==> src/sv/porm_pkg.sv <==
// Package for the placement optimal region median unit.
// Holds sizing constants, shared types, the controller state encoding and helpers.
// Has no dependencies; the interfaces and the median unit use it.
package porm_pkg;

    // Sizing of the net store and of coordinates.
    localparam int MAX_NETS   = 32;
    localparam int COORD_BITS = 10;

    // Fixed widths of the port fields.
    localparam int FIELD_W = 10;
    localparam int HPWL_W  = 16;

    // Derived widths.
    localparam int NET_AW   = (MAX_NETS > 1) ? $clog2(MAX_NETS) : 1;
    localparam int CNT_W    = $clog2(MAX_NETS + 1);
    localparam int RANK_W   = CNT_W + 1;
    localparam int BIT_W    = $clog2(COORD_BITS);
    localparam int ROW_W    = 2 * COORD_BITS;
    localparam int HSUM_W   = HPWL_W + 1;
    localparam int NUM_SEL  = 4;

    // Selector slots: lower and upper median of x, then of y.
    localparam int SEL_X_LO = 0;
    localparam int SEL_X_HI = 1;
    localparam int SEL_Y_LO = 2;
    localparam int SEL_Y_HI = 3;

    typedef logic [COORD_BITS-1:0] coord_t;
    typedef logic [FIELD_W-1:0]    field_t;
    typedef logic [HPWL_W-1:0]     hpwl_t;
    typedef logic [HSUM_W-1:0]     hsum_t;
    typedef logic [COORD_BITS:0]   span_t;
    typedef logic [CNT_W-1:0]      cnt_t;
    typedef logic [RANK_W-1:0]     rank_t;
    typedef logic [BIT_W-1:0]      bit_idx_t;
    typedef logic [NET_AW-1:0]     net_addr_t;
    typedef logic [ROW_W-1:0]      row_t;

    // Bounding box held in registers while a net streams in.
    typedef struct packed {
        coord_t xmin;
        coord_t xmax;
        coord_t ymin;
        coord_t ymax;
    } box_t;

    // Controller states.
    typedef enum logic [2:0] {
        ST_COLLECT,
        ST_SEL_READ,
        ST_SEL_LAST,
        ST_SEL_RESOLVE,
        ST_FINISH
    } state_t;

    // Box with no pin: minimum at the coordinate maximum, maximum at zero.
    localparam box_t BOX_EMPTY = '{xmin: '1, xmax: '0, ymin: '1, ymax: '0};

    // Port field to internal coordinate: keep the low COORD_BITS bits.
    function automatic coord_t to_coord(field_t v);
        return coord_t'(v);
    endfunction

    // Internal coordinate to port field.
    function automatic field_t to_field(coord_t c);
        return field_t'(c);
    endfunction

endpackage

==> src/sv/porm_if.sv <==
// Handshake channels of the placement optimal region median unit.
// Pin words flow in, region words flow out; both use valid and ready.
// Depends on porm_pkg for the field types.
interface porm_pin_if;
    logic              valid;
    logic              ready;
    porm_pkg::field_t  pin_x;
    porm_pkg::field_t  pin_y;
    logic              is_moving_cell;
    logic              last_pin_of_net;
    logic              last_net;

    modport source (
        output valid, pin_x, pin_y, is_moving_cell, last_pin_of_net, last_net,
        input  ready
    );
    modport sink (
        input  valid, pin_x, pin_y, is_moving_cell, last_pin_of_net, last_net,
        output ready
    );
endinterface

interface porm_region_if;
    logic              valid;
    logic              ready;
    porm_pkg::field_t  left_bound;
    porm_pkg::field_t  right_bound;
    porm_pkg::field_t  top_bound;
    porm_pkg::field_t  bottom_bound;
    porm_pkg::hpwl_t   hpwl_total;
    logic              empty_net_seen;
    logic              net_overflow;

    modport source (
        output valid, left_bound, right_bound, top_bound, bottom_bound,
               hpwl_total, empty_net_seen, net_overflow,
        input  ready
    );
    modport sink (
        input  valid, left_bound, right_bound, top_bound, bottom_bound,
               hpwl_total, empty_net_seen, net_overflow,
        output ready
    );
endinterface

==> src/sv/placement_optimal_region_median_unit.sv <==
// Optimal region finder: pins are taken only while collecting; a word with last_net set
// starts a radix selection that makes COORD_BITS passes over the n stored net rows,
// each pass reading them through the single read port of each bound store.
// The region word is loaded in the finish state once the output register is free.
// Pins of the next cell are taken again once the region word is loaded.
// Asynchronous active-low reset empties the boxes and clears counts and flags.
module placement_optimal_region_median_unit (
    input  logic                 clk,
    input  logic                 rst_n,
    porm_pin_if.sink             pins,
    porm_region_if.source        region
);

    // Controller and accumulation state.
    porm_pkg::state_t    state_reg, state_next;
    porm_pkg::box_t      excl_reg, excl_next;
    porm_pkg::box_t      full_reg, full_next;
    porm_pkg::cnt_t      net_count_reg, net_count_next;
    porm_pkg::hpwl_t     hpwl_reg, hpwl_next;
    logic                empty_reg, empty_next;
    logic                ovf_reg, ovf_next;

    // Selection state.
    porm_pkg::cnt_t      rd_idx_reg, rd_idx_next;
    logic                rd_valid_reg;
    porm_pkg::bit_idx_t  bit_reg, bit_next;
    porm_pkg::coord_t    prefix_reg [porm_pkg::NUM_SEL];
    porm_pkg::coord_t    prefix_next [porm_pkg::NUM_SEL];
    porm_pkg::rank_t     rank_reg [porm_pkg::NUM_SEL];
    porm_pkg::rank_t     rank_next [porm_pkg::NUM_SEL];
    porm_pkg::rank_t     count_reg [porm_pkg::NUM_SEL];
    porm_pkg::rank_t     count_next [porm_pkg::NUM_SEL];

    // Output register.
    logic                out_valid_reg, out_valid_next;
    porm_pkg::field_t    left_reg, right_reg, top_reg, bottom_reg;
    porm_pkg::hpwl_t     hpwl_out_reg;
    logic                empty_out_reg, ovf_out_reg;

    // Decoded controls.
    logic                in_ready;
    logic                rd_en;
    logic                load_out;
    logic                accept;
    logic                close_net;
    logic                room;
    logic                wr_en;
    logic                last_row;
    porm_pkg::coord_t    pin_x_c, pin_y_c;
    porm_pkg::box_t      excl_pin, full_pin;
    porm_pkg::span_t     span;
    porm_pkg::hsum_t     hpwl_sum;
    porm_pkg::row_t      x_wr_row, y_wr_row, x_rd_row, y_rd_row;
    porm_pkg::coord_t    bit_m, low_m, high_m;

    // Bound stores: each row holds {max, min} of one net's box without the cell.
    porm_ram #(
        .WIDTH (porm_pkg::ROW_W),
        .DEPTH (porm_pkg::MAX_NETS)
    ) u_x_store (
        .clk     (clk),
        .wr_en   (wr_en),
        .wr_addr (net_count_reg[porm_pkg::NET_AW-1:0]),
        .wr_data (x_wr_row),
        .rd_en   (rd_en),
        .rd_addr (rd_idx_reg[porm_pkg::NET_AW-1:0]),
        .rd_data (x_rd_row)
    );

    porm_ram #(
        .WIDTH (porm_pkg::ROW_W),
        .DEPTH (porm_pkg::MAX_NETS)
    ) u_y_store (
        .clk     (clk),
        .wr_en   (wr_en),
        .wr_addr (net_count_reg[porm_pkg::NET_AW-1:0]),
        .wr_data (y_wr_row),
        .rd_en   (rd_en),
        .rd_addr (rd_idx_reg[porm_pkg::NET_AW-1:0]),
        .rd_data (y_rd_row)
    );

    // Pin word handling and box update including the current pin.
    assign accept    = pins.valid && in_ready;
    assign close_net = accept && (pins.last_pin_of_net || pins.last_net);
    assign room      = net_count_reg < porm_pkg::cnt_t'(porm_pkg::MAX_NETS);
    assign wr_en     = close_net && room;
    assign pin_x_c   = porm_pkg::to_coord(pins.pin_x);
    assign pin_y_c   = porm_pkg::to_coord(pins.pin_y);
    assign last_row  = (rd_idx_reg + porm_pkg::cnt_t'(1)) == net_count_reg;

    always_comb
    begin
        full_pin.xmin = (pin_x_c < full_reg.xmin) ? pin_x_c : full_reg.xmin;
        full_pin.xmax = (pin_x_c > full_reg.xmax) ? pin_x_c : full_reg.xmax;
        full_pin.ymin = (pin_y_c < full_reg.ymin) ? pin_y_c : full_reg.ymin;
        full_pin.ymax = (pin_y_c > full_reg.ymax) ? pin_y_c : full_reg.ymax;
        excl_pin      = excl_reg;
        if (!pins.is_moving_cell)
        begin
            excl_pin.xmin = (pin_x_c < excl_reg.xmin) ? pin_x_c : excl_reg.xmin;
            excl_pin.xmax = (pin_x_c > excl_reg.xmax) ? pin_x_c : excl_reg.xmax;
            excl_pin.ymin = (pin_y_c < excl_reg.ymin) ? pin_y_c : excl_reg.ymin;
            excl_pin.ymax = (pin_y_c > excl_reg.ymax) ? pin_y_c : excl_reg.ymax;
        end
    end

    assign x_wr_row = {excl_pin.xmax, excl_pin.xmin};
    assign y_wr_row = {excl_pin.ymax, excl_pin.ymin};

    // Half perimeter of the closing net's full box, added with saturation.
    assign span     = porm_pkg::span_t'(full_pin.xmax - full_pin.xmin)
                    + porm_pkg::span_t'(full_pin.ymax - full_pin.ymin);
    assign hpwl_sum = porm_pkg::hsum_t'(hpwl_reg) + porm_pkg::hsum_t'(span);

    // Masks for the bit under decision and the bits already decided above it.
    assign bit_m  = porm_pkg::coord_t'(1) << bit_reg;
    assign low_m  = bit_m - porm_pkg::coord_t'(1);
    assign high_m = ~(bit_m | low_m);

    // Next-state logic.
    always_comb
    begin
        state_next = state_reg;
        unique case (state_reg)
            porm_pkg::ST_COLLECT:
            begin
                if (accept && pins.last_net)
                begin
                    state_next = porm_pkg::ST_SEL_READ;
                end
            end
            porm_pkg::ST_SEL_READ:
            begin
                if (last_row)
                begin
                    state_next = porm_pkg::ST_SEL_LAST;
                end
            end
            porm_pkg::ST_SEL_LAST:
            begin
                state_next = porm_pkg::ST_SEL_RESOLVE;
            end
            porm_pkg::ST_SEL_RESOLVE:
            begin
                if (bit_reg == '0)
                begin
                    state_next = porm_pkg::ST_FINISH;
                end
                else
                begin
                    state_next = porm_pkg::ST_SEL_READ;
                end
            end
            porm_pkg::ST_FINISH:
            begin
                if (!out_valid_reg || region.ready)
                begin
                    state_next = porm_pkg::ST_COLLECT;
                end
            end
            default:
            begin
                state_next = porm_pkg::ST_COLLECT;
            end
        endcase
    end

    // Controller outputs.
    always_comb
    begin
        in_ready = 1'b0;
        rd_en    = 1'b0;
        load_out = 1'b0;
        unique case (state_reg) inside
            porm_pkg::ST_COLLECT:
            begin
                in_ready = 1'b1;
            end
            porm_pkg::ST_SEL_READ:
            begin
                rd_en = 1'b1;
            end
            porm_pkg::ST_SEL_LAST, porm_pkg::ST_SEL_RESOLVE:
            begin
                in_ready = 1'b0;
            end
            porm_pkg::ST_FINISH:
            begin
                load_out = !out_valid_reg || region.ready;
            end
            default:
            begin
                in_ready = 1'b0;
            end
        endcase
    end

    assign pins.ready = in_ready;

    // Accumulation of boxes, net count, wirelength and flags.
    always_comb
    begin
        excl_next      = excl_reg;
        full_next      = full_reg;
        net_count_next = net_count_reg;
        hpwl_next      = hpwl_reg;
        empty_next     = empty_reg;
        ovf_next       = ovf_reg;
        if (accept)
        begin
            if (close_net)
            begin
                excl_next = porm_pkg::BOX_EMPTY;
                full_next = porm_pkg::BOX_EMPTY;
                hpwl_next = hpwl_sum[porm_pkg::HPWL_W] ? '1 : hpwl_sum[porm_pkg::HPWL_W-1:0];
                // A box without pins keeps its minimum above its maximum.
                if (excl_pin.xmin > excl_pin.xmax)
                begin
                    empty_next = 1'b1;
                end
                if (room)
                begin
                    net_count_next = net_count_reg + porm_pkg::cnt_t'(1);
                end
                else
                begin
                    ovf_next = 1'b1;
                end
            end
            else
            begin
                excl_next = excl_pin;
                full_next = full_pin;
            end
        end
        if (load_out)
        begin
            net_count_next = '0;
            hpwl_next      = '0;
            empty_next     = 1'b0;
            ovf_next       = 1'b0;
        end
    end

    // Radix selection: one bit per pass, four ranks tracked on two read streams.
    always_comb
    begin
        porm_pkg::coord_t lo_v;
        porm_pkg::coord_t hi_v;
        porm_pkg::rank_t  hit_lo;
        porm_pkg::rank_t  hit_hi;

        rd_idx_next = rd_idx_reg;
        bit_next    = bit_reg;
        lo_v        = '0;
        hi_v        = '0;
        hit_lo      = '0;
        hit_hi      = '0;
        for (int s = 0; s < porm_pkg::NUM_SEL; s++)
        begin
            prefix_next[s] = prefix_reg[s];
            rank_next[s]   = rank_reg[s];
            count_next[s]  = count_reg[s];
        end

        if (state_reg == porm_pkg::ST_SEL_READ)
        begin
            rd_idx_next = last_row ? '0 : rd_idx_reg + porm_pkg::cnt_t'(1);
        end

        // Count stored bounds that share the decided prefix and have a zero here.
        if (rd_valid_reg)
        begin
            for (int s = 0; s < porm_pkg::NUM_SEL; s++)
            begin
                if (s >= porm_pkg::SEL_Y_LO)
                begin
                    lo_v = y_rd_row[porm_pkg::COORD_BITS-1:0];
                    hi_v = y_rd_row[porm_pkg::ROW_W-1:porm_pkg::COORD_BITS];
                end
                else
                begin
                    lo_v = x_rd_row[porm_pkg::COORD_BITS-1:0];
                    hi_v = x_rd_row[porm_pkg::ROW_W-1:porm_pkg::COORD_BITS];
                end
                hit_lo = porm_pkg::rank_t'(((lo_v ^ prefix_reg[s]) & high_m) == '0
                                           && (lo_v & bit_m) == '0);
                hit_hi = porm_pkg::rank_t'(((hi_v ^ prefix_reg[s]) & high_m) == '0
                                           && (hi_v & bit_m) == '0);
                count_next[s] = count_reg[s] + hit_lo + hit_hi;
            end
        end

        // Decide the bit: rank beyond the zero group means a one here.
        if (state_reg == porm_pkg::ST_SEL_RESOLVE)
        begin
            for (int s = 0; s < porm_pkg::NUM_SEL; s++)
            begin
                if (rank_reg[s] >= count_reg[s])
                begin
                    prefix_next[s] = prefix_reg[s] | bit_m;
                    rank_next[s]   = rank_reg[s] - count_reg[s];
                end
                count_next[s] = '0;
            end
            if (bit_reg != '0)
            begin
                bit_next = bit_reg - porm_pkg::bit_idx_t'(1);
            end
        end

        // Start of selection once the last net is closed.
        if (accept && pins.last_net)
        begin
            rd_idx_next = '0;
            bit_next    = porm_pkg::bit_idx_t'(porm_pkg::COORD_BITS - 1);
            for (int s = 0; s < porm_pkg::NUM_SEL; s++)
            begin
                prefix_next[s] = '0;
                count_next[s]  = '0;
            end
            rank_next[porm_pkg::SEL_X_LO] = {1'b0, net_count_next} - porm_pkg::rank_t'(1);
            rank_next[porm_pkg::SEL_X_HI] = {1'b0, net_count_next};
            rank_next[porm_pkg::SEL_Y_LO] = {1'b0, net_count_next} - porm_pkg::rank_t'(1);
            rank_next[porm_pkg::SEL_Y_HI] = {1'b0, net_count_next};
        end
    end

    // Output word handshake.
    always_comb
    begin
        out_valid_next = out_valid_reg;
        if (load_out)
        begin
            out_valid_next = 1'b1;
        end
        else if (region.ready)
        begin
            out_valid_next = 1'b0;
        end
    end

    // Control registers.
    always_ff @(posedge clk or negedge rst_n)
    begin
        if (!rst_n)
        begin
            state_reg     <= porm_pkg::ST_COLLECT;
            excl_reg      <= porm_pkg::BOX_EMPTY;
            full_reg      <= porm_pkg::BOX_EMPTY;
            net_count_reg <= '0;
            hpwl_reg      <= '0;
            empty_reg     <= 1'b0;
            ovf_reg       <= 1'b0;
            rd_idx_reg    <= '0;
            rd_valid_reg  <= 1'b0;
            bit_reg       <= '0;
            out_valid_reg <= 1'b0;
        end
        else
        begin
            state_reg     <= state_next;
            excl_reg      <= excl_next;
            full_reg      <= full_next;
            net_count_reg <= net_count_next;
            hpwl_reg      <= hpwl_next;
            empty_reg     <= empty_next;
            ovf_reg       <= ovf_next;
            rd_idx_reg    <= rd_idx_next;
            rd_valid_reg  <= rd_en;
            bit_reg       <= bit_next;
            out_valid_reg <= out_valid_next;
        end
    end

    // Selection payload registers.
    always_ff @(posedge clk)
    begin
        for (int s = 0; s < porm_pkg::NUM_SEL; s++)
        begin
            prefix_reg[s] <= prefix_next[s];
            rank_reg[s]   <= rank_next[s];
            count_reg[s]  <= count_next[s];
        end
    end

    // Region word payload.
    always_ff @(posedge clk)
    begin
        if (load_out)
        begin
            left_reg      <= porm_pkg::to_field(prefix_reg[porm_pkg::SEL_X_LO]);
            right_reg     <= porm_pkg::to_field(prefix_reg[porm_pkg::SEL_X_HI]);
            top_reg       <= porm_pkg::to_field(prefix_reg[porm_pkg::SEL_Y_LO]);
            bottom_reg    <= porm_pkg::to_field(prefix_reg[porm_pkg::SEL_Y_HI]);
            hpwl_out_reg  <= hpwl_reg;
            empty_out_reg <= empty_reg;
            ovf_out_reg   <= ovf_reg;
        end
    end

    assign region.valid          = out_valid_reg;
    assign region.left_bound     = left_reg;
    assign region.right_bound    = right_reg;
    assign region.top_bound      = top_reg;
    assign region.bottom_bound   = bottom_reg;
    assign region.hpwl_total     = hpwl_out_reg;
    assign region.empty_net_seen = empty_out_reg;
    assign region.net_overflow   = ovf_out_reg;

`ifndef SYNTHESIS
    // A store write only happens while a row is free.
    a_write_in_range: assert property (@(posedge clk) disable iff (!rst_n)
        wr_en |-> net_count_reg < porm_pkg::cnt_t'(porm_pkg::MAX_NETS))
        else $error("bound store written beyond its depth");

    // The last net starts the selection and blocks further pins.
    a_last_starts_select: assert property (@(posedge clk) disable iff (!rst_n)
        (pins.valid && pins.ready && pins.last_net)
            |=> (state_reg == porm_pkg::ST_SEL_READ && !pins.ready))
        else $error("selection did not start after the last net");

    // The upper-median ranks stay inside the stored bound list.
    a_rank_bound: assert property (@(posedge clk) disable iff (!rst_n)
        (state_reg != porm_pkg::ST_COLLECT)
            |-> (rank_reg[porm_pkg::SEL_X_HI] < {net_count_reg, 1'b0}
                 && rank_reg[porm_pkg::SEL_Y_HI] < {net_count_reg, 1'b0}))
        else $error("selection rank out of range");

    // Loading the region word presents it on the next cycle.
    a_load_shows: assert property (@(posedge clk) disable iff (!rst_n)
        load_out |=> (region.valid && state_reg == porm_pkg::ST_COLLECT))
        else $error("region word not presented after load");
`endif

endmodule

==> src/sv/porm_ram.sv <==
// Generic simple dual-port RAM with one write port and one registered read port.
// Used for the per-net bound stores; no dependencies.
module porm_ram #(
    parameter int WIDTH = 8,
    parameter int DEPTH = 16
) (
    input  logic                                      clk,
    input  logic                                      wr_en,
    input  logic [((DEPTH > 1) ? $clog2(DEPTH) : 1)-1:0] wr_addr,
    input  logic [WIDTH-1:0]                          wr_data,
    input  logic                                      rd_en,
    input  logic [((DEPTH > 1) ? $clog2(DEPTH) : 1)-1:0] rd_addr,
    output logic [WIDTH-1:0]                          rd_data
);

    logic [WIDTH-1:0] mem [DEPTH];

    // Write port.
    always_ff @(posedge clk)
    begin
        if (wr_en)
        begin
            mem[wr_addr] <= wr_data;
        end
    end

    // Registered read port.
    always_ff @(posedge clk)
    begin
        if (rd_en)
        begin
            rd_data <= mem[rd_addr];
        end
    end

endmodule
==> src/flat_wrapper.sv <==
// flat-port wrapper written by rule: the top's interface ports become plain ports
module placement_optimal_region_median_unit_flat 
  (clk, rst_n, pins_valid, pins_pin_x, pins_pin_y, pins_is_moving_cell, pins_last_pin_of_net, pins_last_net, pins_ready, region_valid, region_left_bound, region_right_bound, region_top_bound, region_bottom_bound, region_hpwl_total, region_empty_net_seen, region_net_overflow, region_ready);
  porm_pin_if pins_i ();
  porm_region_if region_i ();
  input  logic clk;
  input  logic rst_n;
  input wire logic [$bits(pins_i.valid)-1:0] pins_valid;
  input wire logic [$bits(pins_i.pin_x)-1:0] pins_pin_x;
  input wire logic [$bits(pins_i.pin_y)-1:0] pins_pin_y;
  input wire logic [$bits(pins_i.is_moving_cell)-1:0] pins_is_moving_cell;
  input wire logic [$bits(pins_i.last_pin_of_net)-1:0] pins_last_pin_of_net;
  input wire logic [$bits(pins_i.last_net)-1:0] pins_last_net;
  output wire logic [$bits(pins_i.ready)-1:0] pins_ready;
  output wire logic [$bits(region_i.valid)-1:0] region_valid;
  output wire logic [$bits(region_i.left_bound)-1:0] region_left_bound;
  output wire logic [$bits(region_i.right_bound)-1:0] region_right_bound;
  output wire logic [$bits(region_i.top_bound)-1:0] region_top_bound;
  output wire logic [$bits(region_i.bottom_bound)-1:0] region_bottom_bound;
  output wire logic [$bits(region_i.hpwl_total)-1:0] region_hpwl_total;
  output wire logic [$bits(region_i.empty_net_seen)-1:0] region_empty_net_seen;
  output wire logic [$bits(region_i.net_overflow)-1:0] region_net_overflow;
  input wire logic [$bits(region_i.ready)-1:0] region_ready;
  assign pins_i.valid = pins_valid;
  assign pins_i.pin_x = pins_pin_x;
  assign pins_i.pin_y = pins_pin_y;
  assign pins_i.is_moving_cell = pins_is_moving_cell;
  assign pins_i.last_pin_of_net = pins_last_pin_of_net;
  assign pins_i.last_net = pins_last_net;
  assign pins_ready = pins_i.ready;
  assign region_valid = region_i.valid;
  assign region_left_bound = region_i.left_bound;
  assign region_right_bound = region_i.right_bound;
  assign region_top_bound = region_i.top_bound;
  assign region_bottom_bound = region_i.bottom_bound;
  assign region_hpwl_total = region_i.hpwl_total;
  assign region_empty_net_seen = region_i.empty_net_seen;
  assign region_net_overflow = region_i.net_overflow;
  assign region_i.ready = region_ready;
  placement_optimal_region_median_unit u_core (.clk(clk), .rst_n(rst_n), .pins(pins_i), .region(region_i));
endmodule
==> config.mk <==
export PLATFORM = sky130hd
export DESIGN_NAME = placement_optimal_region_median_unit_flat
export DESIGN_NICKNAME = d
export VERILOG_FILES = /design/src/sv/porm_pkg.sv /design/src/sv/porm_if.sv /design/src/sv/placement_optimal_region_median_unit.sv /design/src/sv/porm_ram.sv /design/src/flat_wrapper.sv
export SDC_FILE = /design/constraint.sdc
export NUM_CORES = 2
export LEC_CHECK = 0
export BUFFER_PORTS_ARGS = -buffer_cell sky130_fd_sc_hd__clkbuf_2
export CORE_AREA = 2 2 342 344
export DETAILED_ROUTE_END_ITERATION = 12
export DIE_AREA = 0 0 344 346
export GPL_TIMING_DRIVEN = 0
export MAX_ROUTING_LAYER = met4
export PLACE_DENSITY = 0.72
export SLEW_MARGIN = 40
export SYNTH_ARGS = -nofsm -noshare
export SYNTH_HDL_FRONTEND = slang
export SYNTH_HIERARCHICAL = 1
export SYNTH_SLANG_ARGS = --single-unit
export TNS_END_PERCENT = 1
==> constraint.sdc <==
create_clock -name clk -period 11.9 [get_ports clk]
set_input_delay 0 -clock clk [delete_from_list [all_inputs] [get_ports clk]]
set_output_delay 0 -clock clk [all_outputs]
set_load 0.01 [all_outputs]
Word level (Yosys, flattened, before mapping)
Memories as Yosys holds them, arrays and structs flattened. A register that Yosys moved wholly into a read port is not among the register bits.
Cells that the tools add are included.
{"block": "word_totals", "ff_bits": 177, "ramBits": 1376, "inputBits": 27, "output_inout_bits": 60, "word_cells": 206, "mem_count": 5}
{"block": "op_classes", "addsub": 21, "n_lt_le_gt_ge": 14, "eq_ne": 9, "shift": 1, "mux": 64, "bitwise_logic": 26, "n_reduce_logical": 42}
{"memory": "u_core.u_x_store.mem", "words": 32, "width": 20, "read_ports": 1, "rd_ports_with_merged_regs": 1, "wr": 1, "line_no": "porm_ram.sv:16", "source": "logic [WIDTH-1:0] mem [DEPTH];"}
{"memory": "u_core.u_y_store.mem", "words": 32, "width": 20, "read_ports": 1, "rd_ports_with_merged_regs": 1, "wr": 1, "line_no": "porm_ram.sv:16"}
{"memory": "u_core.prefix_reg", "words": 4, "width": 10, "read_ports": 4, "rd_ports_with_merged_regs": 0, "wr": 4, "line_no": "placement_optimal_region_median_unit.sv:27", "source": "porm_pkg::coord_t prefix_reg [porm_pkg::NUM_SEL];"}
{"memory": "u_core.count_reg", "words": 4, "width": 7, "read_ports": 4, "rd_ports_with_merged_regs": 0, "wr": 4, "line_no": "placement_optimal_region_median_unit.sv:31", "source": "porm_pkg::rank_t count_reg [porm_pkg::NUM_SEL];"}
{"memory": "u_core.rank_reg", "words": 4, "width": 7, "read_ports": 4, "rd_ports_with_merged_regs": 0, "wr": 4, "line_no": "placement_optimal_region_median_unit.sv:29", "source": "porm_pkg::rank_t rank_reg [porm_pkg::NUM_SEL];"}
{"operator": "two-way mux 40 bit", "count": 5}
{"operator": "two-way mux 10 bit", "count": 16}
{"operator": "two-way mux 28 bit", "count": 5}
{"operator": "bitwise AND 10 bit", "count": 12}
{"operator": "logical NOT 10 bit", "count": 12}
{"operator": "XOR 10 bit", "count": 8}
{"operator": "two-way mux 16 bit", "count": 4}
{"operator": "adder 7 x 1 -> 7 bit", "count": 8}
{"operator": "greater-than comparator 10 bit", "count": 5}
{"operator": "OR 10 bit", "count": 5}
{"operator": "two-way mux 6 bit", "count": 7}
{"operator": "< comparator 10 bit", "count": 4}
{"operator": ">= comparator 7 bit", "count": 4}
{"operator": "two-way mux 7 bit", "count": 4}
{"operator": "subtractor 7 bit", "count": 4}
{"operator": "subtractor 10 x 10 -> 11 bit", "count": 2}
{"operator": "adder 16 x 11 -> 17 bit", "count": 1}
{"operator": "two-way mux 1 bit", "count": 15}
{"operator": "one-hot mux 3 bit (5 select lines)", "count": 1}
{"operator": "nonzero test 2 bit", "count": 7}
{"operator": "adder 6 x 1 -> 6 bit, second input constant", "count": 2}
{"operator": "logical AND 1 bit", "count": 12}
{"operator": "two-way mux 3 bit", "count": 4}
{"operator": "two-way mux 4 bit", "count": 3}
{"operator": "20 further kinds", "count": 27}

Logic depth before layout (Yosys ltp)
{"block": "logic_depth", "word_depth": 12, "mapped_depth": 30, "ltp_nobuf": 29}

Hierarchy
Netlist, hierarchy kept.
{"module": "porm_ram", "n_inst": 2, "cells_per_inst": 1414, "area_each_um2": 25753.4, "seq_area_each_um2": 19819.0}
{"module": "placement_optimal_region_median_unit", "n_inst": 1, "cells_per_inst": 1712, "area_each_um2": 17264.1, "seq_area_each_um2": 6951.7}

Worst setup path before layout
OpenSTA, ideal clock, no wires.
{"block": "synth_timing", "path_kind": "flip-flop to flip-flop", "start": "reg u_core/full_reg[7] (netlist bit)", "end": "reg u_core.hpwl_reg[0]", "setup_ps": 134, "t_arrival_ps": 6351, "t_required_ps": 11766, "setup_slack_ps": 5415, "stages_incl_launch_ff": 27, "n_path_buf": 2, "period_less_slack_ps": 6485, "cell_sequence": "dfrtp_1 inv_1 ha_1 a21o_1 a21o_1 a2111oi_0 or2_2 clkbuf_1 mux2i_1 fa_1 fa_1 inv_1 ha_1 a21oi_1 o21ai_0 or4_1 nand2_1 xnor2_1 ha_1 clkbuf_1 a211o_1 o221ai_1 o21ba_2 o31ai_1 nor2_1 nor2_1 a21oi_1"}
{"block": "synth_between", "elab_chain_cells": 9}
{"element": "from (decl)", "line_no": "placement_optimal_region_median_unit.sv:17", "source": "porm_pkg::box_t full_reg, full_next;"}
{"element": "from (signal assigned)", "line_no": "placement_optimal_region_median_unit.sv:351", "source": "full_reg <= porm_pkg::BOX_EMPTY;"}
{"element": "from (signal assigned)", "line_no": "placement_optimal_region_median_unit.sv:365", "source": "full_reg <= full_next;"}
{"element": "greater-than comparator 10 bit", "line_no": "placement_optimal_region_median_unit.sv:97", "source": "full_pin.ymax = (pin_y_c > full_reg.ymax) ? pin_y_c : full_reg.ymax;"}
{"element": "two-way mux 10 bit (*)", "line_no": "placement_optimal_region_median_unit.sv:97"}
{"element": "subtractor 10 x 10 -> 11 bit (*)", "line_no": "placement_optimal_region_median_unit.sv:113", "source": "+ porm_pkg::span_t'(full_pin.ymax - full_pin.ymin);"}
{"element": "adder 11 bit (*)", "line_no": "placement_optimal_region_median_unit.sv:113"}
{"element": "adder 16 x 11 -> 17 bit (*)", "line_no": "placement_optimal_region_median_unit.sv:114", "source": "assign hpwl_sum = porm_pkg::hsum_t'(hpwl_reg) + porm_pkg::hsum_t'(span);"}
{"element": "two-way mux 16 bit (*)", "line_no": "placement_optimal_region_median_unit.sv:216", "source": "hpwl_next = hpwl_sum[porm_pkg::HPWL_W] ? '1 : hpwl_sum[porm_pkg::HPWL_W-1:0];"}
{"element": "two-way mux 16 bit (*)", "line_no": "placement_optimal_region_median_unit.sv:212", "source": "if (close_net)"}
{"element": "two-way mux 16 bit (*)", "line_no": "placement_optimal_region_median_unit.sv:210", "source": "if (accept)"}
{"element": "two-way mux 16 bit (*)", "line_no": "placement_optimal_region_median_unit.sv:237", "source": "if (load_out)"}
{"element": "to (signal assigned)", "line_no": "placement_optimal_region_median_unit.sv:367", "source": "hpwl_reg <= hpwl_next;"}
{"element": "to (decl)", "line_no": "placement_optimal_region_median_unit.sv:19", "source": "porm_pkg::hpwl_t hpwl_reg, hpwl_next;"}
Mark *: on every way between the ends. The rest lies on a longest branch, timed or not. The select of a mux whose other input is x is not followed.
A chain may end at the register's enable or synchronous reset.

Worst setup path in the final report
Same ends and word-level chain as after synthesis.

==> metrics.txt <==
CTS tree=done; largest net degree at the start of global routing=60; Max Slew Vio Count=0; Routed Antenna Nets=0; clk root buf=clkbuf_16; fillers=7759; largest family of logic cells by synthesized area=multiplexers; fmax=125 MHz; Vias=41400; final setup fails=0; fraction of synthesized area in multiplexers=10.4%; Post-Syn Instances=4540; Net count, final=5118; Post-Synthesis Cell Area=68800 sq um; first-pass GRT wire length=253 mm; fin area=79200 sq um; register area=46600 sq um; Synth area leaders=edfxtp_1, mux2i_1, dfrtp_1; Hold WS=158 ps; Worst-Margin Slew=959 ps; biggest registers after layout=u_core/u_x_store/mem x640, u_core/u_y_store/mem x640; core area=115000 sq um; Leakage=0.0287 uW; grt ovf=0; Mapped Avg Cell Area=15.1 sq um; flops & latches, synth=1593; CTS clk-pin slew, worst paths=60 ps; Initial Util=59.6%; hold_buf cts=26; CTS H-Tree Depth=4; io pins=87; setup_tns=0 ps; Hold Crit Depth=3; Post-Place Worst Slack=4070 ps; Core Util, Final=68.6%; Critical Path RT=12500 ps; slowest stage cell, crit path=a2111oi_1; Crit Path Max Fanout=10; most frequent cells in the layout=edfxtp_1, mux2i_1, nand2_1; vias per cell=6.31; most common cell after layout, fill and taps aside=edfxtp_1; Crit Path Class=reg -> reg; Bufs on Longest Clock Path=3; port bufs=85; # DRC=0; clock sink count=1593; post-CTS setup buffer count=0; setup ws final=3930 ps; clk_skew=24.2 ps; Placed Area=73800 sq um; die height=346 um; DR iter-0 viols=4652; Critical Path Source Type=flop; Max-Cap Viols=0; area occupied by multi-input gates=20800 sq um; Final period util=67.0%; EDFF count, synth=1404; max incr delay on CP=650 ps; Worst Path Arrival=8570 ps; Worst-Skew Late Latency=780 ps; Worst Hold Class=in -> reg; Final min period=7970 ps; power per standard cell area=251 nW/um^2; slew margin rel.=36.1%; ys async rst share=7.47%; # rows=125; initial antenna violation count=5; Compound-Gate Fraction of Synth Area=8.43%; Net Count, Synth=4744; layout cell share with drive strength beyond 1=14.8%; Yosys top cell area share=61.3%; die width=344 um; Synth cell types=78; crit end category=flop; Routed WL=171 mm; Synth area leader=edfxtp_1; routability cong.=0.930; run status=finished, final reports clean; xor and xnor fraction of the mapped netlist area=1.83%; sequential area share after synthesis=67.7%; DRT Pass-1 Iters=5; Avg WL per Cell=26.0 um; synthesis-to-finish area growth=15.1%; Most used DFF post-synth=edfxtp_1; Peak supply drop=317 uV; DP HPWL=118 mm; R2R cell count=28; number of global-route vias before repair=40600; DIE AREA=119000 sq um; GRT Util Overall=29.5%; Hold Vio Cnt, Final=0; Inserted Clock Buffers=161; Synth Area in Adders=3.54%; cts repair resizes=0; Yosys warning total=6; RSZ-0062 raised after global routing=no; Synth Area in Simple Gates=4.94%
==> path summary, 6_finish.rpt <==
path / from / slack, ps / end
hold / removal: pins_pin_y[0] / 160 / u_core/full_reg[10]$_DFFE_PN1P_
setup reg to reg: u_core/full_reg[7]$_DFFE_PN0P_ / 3930 / u_core/hpwl_reg[0]$_DFFE_PN0P_
hold reg to reg: u_core/prefix_reg[2][0]$_SDFFE_PP0P_ / 440 / u_core/region.top_bound[0]$_DFFE_PP_
min in group asynchronous: rst_n / 300 / u_core/hpwl_reg[12]$_DFFE_PN0P_
setup / recovery: u_core/full_reg[7]$_DFFE_PN0P_ / 3930 / u_core/hpwl_reg[0]$_DFFE_PN0P_
max in group asynchronous: rst_n / 11010 / u_core/excl_reg[30]$_DFFE_PN1P_
==> cells by family (layout without fill, tap and decap cells) <==
| family | after synthesis | in the layout |
|---|---|---|
| AOI/OAI and AO/OA | 817 | 817 |
| buffers and inverters | 396 | 896 |
| other | 0 | 3 |
| DFF | 1593 | 1593 |
| and+or+nand+nor | 705 | 705 |
| muxes | 710 | 710 |
| xor gates and xnor gates | 142 | 142 |
| adders and majority gates | 177 | 177 |
==> through the flow <==
| stage | cells | power, uW |
|---|---|---|
| 6_report | 6567 | 19900 |
| 2_1_floorplan | 4540 | 12400 |
| 5_1_grt | 6565 | 20800 |
| 3_5_place_dp | 6249 | 14900 |
| 3_3_place_gp | 6149 | 14600 |
| 4_1_cts | 6564 | 19900 |
==> layout make-up <==
type | count | area share [%]
flip-flops and latches | 1593 | 58.9
well taps | 1524 | 2.41
inverters | 160 | 0.765
clock buffers | 205 | 5.51
clock inverters | 84 | 0.951
repair buffers | 211 | 3.21
diodes | 3 | 0.00948
plain buffers | 236 | 1.96
multi-input cells | 2551 | 26.3
==> per-layer routing <==
| layer | up-vias | part of all wire (%) | global-route usage, % |
|---|---|---|---|
| met4 | 0 | 3.3 | 9.64 |
| li1 | 18400 | - | - |
| met5 | - | 0 | - |
| met1 | 20900 | 41 | 41.2 |
| met3 | 311 | 7.9 | 3.79 |
| met2 | 1857 | 47 | 45.4 |
==> synth_stat cells (46+ instances only) <==
cell type and instances:
a31oi_1 50, nor3_1 77, nor2_1 139, buf_2 46
xnor2_1 92, mux2i_1 676, a22oi_1 173, dfxtp_1 70
nand3_1 111, xor2_1 49, a21oi_1 151, nand2_1 209
a22o_1 102, dfrtp_1 79, ha_1 148, inv_1 160
clkbuf_1 110, o21ai_0 94, nand4_1 59, edfxtp_1 1404
==> critical path, delay by kind of cell, from the launching register on <==
| family | cells | cell delay, ps |
|---|---|---|
| AO/OA/AOI/OAI | 12 | 3090 |
| XOR/XNOR | 1 | 170 |
| adder cells (fa/ha/maj) | 5 | 1800 |
| buffers and inverters | 5 | 800 |
| flip-flops | 1 | 400 |
| AND/OR/NAND/NOR | 5 | 1550 |
==> report_power, final <==
part	leakage [uW]	switching, uW	internal [uW]
combinational	0.0114	4800	2910
sequential	0.0148	399	6880
clock	0.00251	2090	2830
total	0.0287	7290	12600
Note: power is estimated with default switching activity, not from simulation.
